File: src/sv/m31alu_pkg.sv
// ----------------------------------------------------------------------------
// m31alu_pkg
// Shared types, constants and the Mersenne fold for the GF(2^31-1) ALU.
// ----------------------------------------------------------------------------
package m31alu_pkg;

    localparam int unsigned ElemW = 31;
    localparam int unsigned ExpW  = 32;
    localparam int unsigned ProdW = 2 * ElemW;

    localparam logic [ElemW-1:0] FIELD_P   = '1;
    localparam logic [ExpW-1:0]  FERMAT_EXP = {1'b0, FIELD_P} - 32'd2;
    localparam logic [ElemW-1:0] FIELD_ONE = 31'd1;

    typedef enum logic [2:0] {
        CMD_ADD = 3'd0,
        CMD_SUB = 3'd1,
        CMD_MUL = 3'd2,
        CMD_POW = 3'd3,
        CMD_INV = 3'd4
    } cmd_e;

    typedef enum logic [2:0] {
        ST_IDLE,
        ST_EXEC,
        ST_MUL_FOLD,
        ST_BIT,
        ST_SQ,
        ST_FOLD_BASE,
        ST_DONE
    } state_e;

    typedef struct packed {
        logic [2:0]       cmd;
        logic [ElemW-1:0] operand_a;
        logic [ExpW-1:0]  operand_b;
    } req_word_t;

    typedef struct packed {
        logic [ElemW-1:0] result;
        logic             error;
    } rsp_word_t;

    // Two folds of the high half into the low half, then one conditional subtract.
    function automatic logic [ElemW-1:0] fold_reduce(input logic [ProdW-1:0] x);
        logic [ElemW:0] s1;
        logic [ElemW:0] s2;
        s1 = {1'b0, x[ElemW-1:0]} + {1'b0, x[ProdW-1:ElemW]};
        s2 = {1'b0, s1[ElemW-1:0]} + {{ElemW{1'b0}}, s1[ElemW]};
        if (s2 >= {1'b0, FIELD_P})
        begin
            s2 = s2 - {1'b0, FIELD_P};
        end
        return s2[ElemW-1:0];
    endfunction

endpackage

File: src/sv/mersenne31_field_alu_unit.sv
// ----------------------------------------------------------------------------
// mersenne31_field_alu_unit
// Add, subtract, multiply, power and inverse modulo 2^31-1 on one multiplier.
// ----------------------------------------------------------------------------
//
//  port group  | dir | word type   | meaning
//  ------------+-----+-------------+---------------------------------------
//  req_*       | in  | req_word_t  | command, base/first operand, exponent/second operand
//  rsp_*       | out | rsp_word_t  | reduced result and inverse-of-zero flag
//
// Steps: accept, a dispatch state, then add/sub finish at once, multiply
// takes an extra fold state, power/inverse run square-and-multiply over the
// exponent: ST_BIT, ST_SQ and ST_FOLD_BASE for a set bit, ST_BIT and
// ST_FOLD_BASE for a clear bit, until the remaining exponent is zero. The one
// 31x31 multiplier with its registered product, folded the cycle after,
// sets that pace.
// Reset clears the sequencer and the output valid; no clearing pass.
// A new word is taken only in idle; a finished result waiting on the output
// register does not block the next request, only the next hand-off.
// ----------------------------------------------------------------------------
module mersenne31_field_alu_unit (
    input  logic                   clk,
    input  logic                   rst_n,
    input  logic                   req_valid,
    output logic                   req_ready,
    input  m31alu_pkg::req_word_t  req_word,
    output logic                   rsp_valid,
    input  logic                   rsp_ready,
    output m31alu_pkg::rsp_word_t  rsp_word
);
    import m31alu_pkg::*;

    // control
    state_e state_reg, state_next;
    logic   out_valid_reg, out_valid_next;

    // datapath
    logic [2:0]       cmd_reg,  cmd_next;
    logic [ElemW-1:0] base_reg, base_next;   // reduced a, squared each bit
    logic [ElemW-1:0] b_reg,    b_next;      // reduced b
    logic [ExpW-1:0]  ex_reg,   ex_next;     // remaining exponent
    logic [ElemW-1:0] acc_reg,  acc_next;
    logic             err_reg,  err_next;
    logic [ProdW-1:0] prod_reg;
    rsp_word_t        out_reg,  out_next;

    // shared multiplier operands
    logic [ElemW-1:0] mul_x;
    logic [ElemW-1:0] mul_y;
    logic [ElemW-1:0] prod_fold;

    // input reduction and add/sub results
    logic [ElemW-1:0] a_red;
    logic [ElemW-1:0] b_red;
    logic [ElemW:0]   sum_ab;
    logic [ElemW:0]   diff_ab;
    logic             req_fire;
    logic             rsp_free;

    assign req_fire  = req_valid & req_ready;
    assign req_ready = (state_reg == ST_IDLE);
    assign rsp_valid = out_valid_reg;
    assign rsp_word  = out_reg;
    assign rsp_free  = !out_valid_reg || rsp_ready;

    assign a_red     = fold_reduce({{ElemW{1'b0}}, req_word.operand_a});
    assign b_red     = fold_reduce({{(ProdW-ExpW){1'b0}}, req_word.operand_b});
    assign prod_fold = fold_reduce(prod_reg);

    assign sum_ab  = {1'b0, base_reg} + {1'b0, b_reg};
    // a >= b: a - b; otherwise a + P - b, which stays below P
    assign diff_ab = (base_reg >= b_reg) ? ({1'b0, base_reg} - {1'b0, b_reg})
                                         : ({1'b0, base_reg} + {1'b0, FIELD_P}
                                            - {1'b0, b_reg});

    always_comb
    begin
        state_next     = state_reg;
        out_valid_next = out_valid_reg;
        cmd_next       = cmd_reg;
        base_next      = base_reg;
        b_next         = b_reg;
        ex_next        = ex_reg;
        acc_next       = acc_reg;
        err_next       = err_reg;
        out_next       = out_reg;
        mul_x          = base_reg;
        mul_y          = base_reg;

        if (out_valid_reg && rsp_ready)
        begin
            out_valid_next = 1'b0;
        end

        unique case (state_reg)
            ST_IDLE:
            begin
                if (req_fire)
                begin
                    cmd_next   = req_word.cmd;
                    base_next  = a_red;
                    b_next     = b_red;
                    ex_next    = (req_word.cmd == CMD_INV) ? FERMAT_EXP
                                                           : req_word.operand_b;
                    acc_next   = FIELD_ONE;
                    err_next   = 1'b0;
                    state_next = ST_EXEC;
                end
            end

            ST_EXEC:
            begin
                mul_x = base_reg;
                mul_y = b_reg;
                case (cmd_reg)
                    CMD_ADD:
                    begin
                        acc_next   = fold_reduce({{(ProdW-ElemW-1){1'b0}}, sum_ab});
                        state_next = ST_DONE;
                    end
                    CMD_SUB:
                    begin
                        acc_next   = diff_ab[ElemW-1:0];
                        state_next = ST_DONE;
                    end
                    CMD_MUL:
                    begin
                        state_next = ST_MUL_FOLD;
                    end
                    CMD_POW:
                    begin
                        state_next = ST_BIT;
                    end
                    CMD_INV:
                    begin
                        if (base_reg == '0)
                        begin
                            acc_next   = '0;
                            err_next   = 1'b1;
                            state_next = ST_DONE;
                        end
                        else
                        begin
                            state_next = ST_BIT;
                        end
                    end
                    default:
                    begin
                        // unused codes give zero, no error
                        acc_next   = '0;
                        state_next = ST_DONE;
                    end
                endcase
            end

            ST_MUL_FOLD:
            begin
                acc_next   = prod_fold;
                state_next = ST_DONE;
            end

            ST_BIT:
            begin
                if (ex_reg == '0)
                begin
                    state_next = ST_DONE;
                end
                else if (ex_reg[0])
                begin
                    mul_x      = acc_reg;
                    mul_y      = base_reg;
                    state_next = ST_SQ;
                end
                else
                begin
                    state_next = ST_FOLD_BASE;
                end
            end

            ST_SQ:
            begin
                // square issues while the acc product folds
                acc_next   = prod_fold;
                state_next = ST_FOLD_BASE;
            end

            ST_FOLD_BASE:
            begin
                base_next  = prod_fold;
                ex_next    = ex_reg >> 1;
                state_next = ST_BIT;
            end

            ST_DONE:
            begin
                if (rsp_free)
                begin
                    out_next.result = acc_reg;
                    out_next.error  = err_reg;
                    out_valid_next  = 1'b1;
                    state_next      = ST_IDLE;
                end
            end

            default:
            begin
                state_next = ST_IDLE;
            end
        endcase
    end

    always_ff @(posedge clk or negedge rst_n)
    begin
        if (!rst_n)
        begin
            state_reg     <= ST_IDLE;
            out_valid_reg <= 1'b0;
        end
        else
        begin
            state_reg     <= state_next;
            out_valid_reg <= out_valid_next;
        end
    end

    always_ff @(posedge clk)
    begin
        cmd_reg  <= cmd_next;
        base_reg <= base_next;
        b_reg    <= b_next;
        ex_reg   <= ex_next;
        acc_reg  <= acc_next;
        err_reg  <= err_next;
        out_reg  <= out_next;
        prod_reg <= {{ElemW{1'b0}}, mul_x} * {{ElemW{1'b0}}, mul_y};
    end

    // ------------------------------------------------------------------------
    // checks
    // ------------------------------------------------------------------------
    a_err_zero: assert property (@(posedge clk) disable iff (!rst_n)
        rsp_valid && rsp_word.error |-> rsp_word.result == '0)
        else $error("error flagged with nonzero result");

    a_res_reduced: assert property (@(posedge clk) disable iff (!rst_n)
        rsp_valid |-> rsp_word.result != FIELD_P)
        else $error("result not reduced");

    a_accept_exec: assert property (@(posedge clk) disable iff (!rst_n)
        req_fire |=> state_reg == ST_EXEC)
        else $error("accepted word not dispatched");

    a_fold_ex: assert property (@(posedge clk) disable iff (!rst_n)
        state_reg == ST_FOLD_BASE |-> ex_reg != '0)
        else $error("squaring with exhausted exponent");

    a_load_free: assert property (@(posedge clk) disable iff (!rst_n)
        state_reg == ST_DONE && out_valid_reg && !rsp_ready |=> state_reg == ST_DONE)
        else $error("result dropped on busy output");

endmodule
File: config.mk
export PLATFORM = sky130hd
export DESIGN_NAME = mersenne31_field_alu_unit
export DESIGN_NICKNAME = d
export VERILOG_FILES = /design/src/sv/m31alu_pkg.sv /design/src/sv/mersenne31_field_alu_unit.sv
export SDC_FILE = /design/constraint.sdc
export NUM_CORES = 2
export LEC_CHECK = 0
export ABC_AREA = 1
export BUFFER_PORTS_ARGS = -buffer_cell sky130_fd_sc_hd__buf_2
export CAP_MARGIN = 10
export CORE_ASPECT_RATIO = 0.9
export CORE_MARGIN = 1.5
export CORE_UTILIZATION = 30
export CTS_BUF_LIST = sky130_fd_sc_hd__clkbuf_8
export DETAILED_ROUTE_END_ITERATION = 10
export PLACE_DENSITY = 0.47
export SKIP_LAST_GASP = 1
export SYNTH_ARGS = -nofsm -noshare
export SYNTH_HDL_FRONTEND = slang
export SYNTH_SLANG_ARGS = --single-unit
File: constraint.sdc
create_clock -name clk -period 10.69 [get_ports clk]
set_clock_uncertainty 0.15 [all_clocks]
set_input_delay 2.138 -clock clk [delete_from_list [all_inputs] [get_ports clk]]
set_output_delay 2.138 -clock clk [all_outputs]
set_load 0.02 [all_outputs]
==> run summary <==
Req. time, crit path = 11.06 ns
Via count = 46.0k
GPL Wtd Cong = 0.960
Worst setup EP type = flop
Startpoint Class = flop
Max incr delay on CP = 0.68 ns
FF+latch area = 6180 um^2
Site Rows = 143
Hold Startpoint = err_reg
Multi-input logic area = 39400 um^2
Synth top area cells = fa_1, nand2_1, inv_1, edfxtp_1, ha_1
Flop2flop setup slack = 0.81 ns
Slowest stage cell on the critical path = clkinv_1
Post-synthesis sequential area ratio = 0.120
Post-CTS resize count = 0
Dpl hpwl = 187000 um
Clock latency on the worst-skew pair = 0.65 ns
Chip width = 439 um
Vias per inst = 5.03
Post-synthesis compound-gate area fraction = 0.0661
Total CTS buffers = 41
Seq cells post-synth = 227
First-pass GRT wire length = 321000 um
Post-CTS Setup Bufs = 0
Fin. Hold Viols = 0
Nets = 8141
Fraction of layout cells with a size suffix above 1 = 0.0890
Setup slack after layout = 0.810 ns
Hold Path End = rsp_word[0]
Pre-CTS setup slack = 0.929 ns
Congestion Overflow GR = 0
DRC Markers = 0
Avg Cell Area, Syn = 7.58 um^2
Drt first-iter violations = 4230
Finish-stage setup viols = 0
Initial Util = 0.303
R2R cell count = 35
R2r startpoint = state_reg[2]
Clk sink count = 227
Count of boundary I/O pins = 104
Die Area = 174000 um^2
Main combinational cell family by area after synthesis = adder cells
FMAX = 101 MHz
Top_reg_cell synth = edfxtp_1
Area share of fa/ha/maj cells after synthesis = 0.416
Final ANT Viol Nets = 0
Largest net degree at the start of global routing = 66
WP data arrival = 10.25 ns
Final period util = 0.924
Synthesized area = 51400 um^2
FILL cells = 18.4k
Root Driver = clkbuf_8
Max FFs per register = 62
WHS Path Cells = 0
Cts hold-fix bufs = 0
H-Tree Depth = 2
Reg-to-Reg End = prod_reg[56]
Area delta synth->final = 9.10%
Antenna violations before repair = 9
CTS tree = yes
DRT Pass-1 Iters = 7
Fin util = 0.331
GRT Total Usage = 0.253
Mapped Nets = 8050
RSZ-0062 raised after global routing = no
IO Port Bufs = 103
Final instance area = 56100 um^2
Multiplexer share of the synthesized area = 0
Max-cap viol count = 0
Synth warn = 0
Clock Path Buffers = 3
Post-synth top area share = 0.328
Yosys cell types = 72
Clock-pin slew on the worst setup and hold paths = 0.07 ns
Placed Area = 55200 um^2
Worst Path Class, Setup = flop to flop
Number of enable flip-flop cells after synthesis = 161
Xor/xnor cell area share of the yosys netlist = 0.0266
Syn Inst Count = 6776
Final Critical Period = 9.88 ns
Vias in the first global route = 46.8k
Status = complete, no violations
CP dominant cell by count = fa_1
Core Box Area = 169000 um^2
Hold WC Path Type = flop to flop
Relative slew slack = 0.191
Die height = 396 um
Simple-Gate Fraction of Synth Area = 0.253
Worst-Margin Slew = 1.21 ns
Area leader, netlist = fa_1
Slew Viols, Final = 0
FFs w/ async S/R, synth = 0.0176
CP max FO = 20
WL/cell = 24.1 um
Routed WL = 220000 um
Setup TNS = 0 ns
## area by class of cell
type / instances / area share
sequential: 227 / 0.110
multi-input combinational: 4962 / 0.702
tap: 2247 / 0.0501
inverter: 1378 / 0.0924
clock inverter: 30 / 0.00453
clock buffer: 42 / 0.0103
timing repair buffer: 257 / 0.0304
antenna: 2 / 0.0000893
## synthesized netlist by cell type (all sizes together), types with 17 or more instances
cell / n
clkinv: 28
o21ai: 281
nand2: 1549
clkbuf: 173
xor2: 113
ha: 363
a21oi: 224
xnor2: 39
edfxtp: 161
nand3: 244
buf: 36
dfxtp: 62
or2: 37
nor2: 936
o21bai: 17
fa: 841
nand3b: 22
nor3: 58
inv: 1350
nor4: 46
nand4: 98
## critical path, delay by kind of cell (launching register included)
family          cells  cell delay, ns
fa+ha+maj           9            4.33
compound gates      8            2.03
buf+inv            10            1.73
simple gates        7            0.87
flops               1            0.42
xor+xnor            1            0.15
## kinds of logic after synthesis
group	count (synthesis)
AO/OA/AOI/OAI	608
XOR/XNOR	152
adder cells (fa/ha/maj)	1204
buffers and inverters	1587
flip-flops	227
AND/OR/NAND/NOR	2998
## how the worst max path moves through the flow
stage	start	to	slack, ns	cells after the start
6_report	state_reg[2]	prod_reg[56]	0.81	35
5_1_grt	state_reg[2]	prod_reg[60]	0.11	35
4_1_cts	state_reg[1]	prod_reg[54]	0.88	41
3_5_place_dp	state_reg[1]	prod_reg[54]	0.93	41
3_3_place_gp	state_reg[2]	prod_reg[61]	1.05	39
2_1_floorplan	state_reg[2]	prod_reg[60]	1.93	37
## layer usage
metal  wire length (um)  vias to the layer above  global-route usage
met1              98400                    23100               0.356
li1                   -                    20900                   -
met4               9890                        2              0.0989
met2              97900                     1672               0.396
met5                 13                        -                   0
met3              13900                      333              0.0294
## placed cells by master, fill, tap and decap left out, types with 42 or more instances in the layout
| master | n |
|---|---|
| nand2_2 | 59 |
| dfxtp_1 | 62 |
| o21ai_2 | 52 |
| nand3_1 | 225 |
| inv_1 | 1327 |
| nor2_1 | 876 |
| edfxtp_1 | 161 |
| a21oi_1 | 216 |
| buf_2 | 103 |
| nor4_1 | 45 |
| ha_1 | 363 |
| o21ai_0 | 158 |
| nand2_1 | 1475 |
| xor2_1 | 110 |
| o21ai_1 | 70 |
| nor3_1 | 47 |
| fa_1 | 841 |
| buf_4 | 151 |
| nand4_1 | 95 |
| clkbuf_8 | 42 |
## per-stage QoR
step | cells | hold WS [ns]
after CTS | 9142 | 0.299
after floorplan | 6776 | 0.250
after global placement | 9070 | 0.279
final | 9145 | 0.286
after global routing | 9144 | 0.312
after detailed placement | 9070 | 0.283
Power is not shown: default switching activity piles up to over one toggle a cycle in this logic, so the estimate is an artifact.
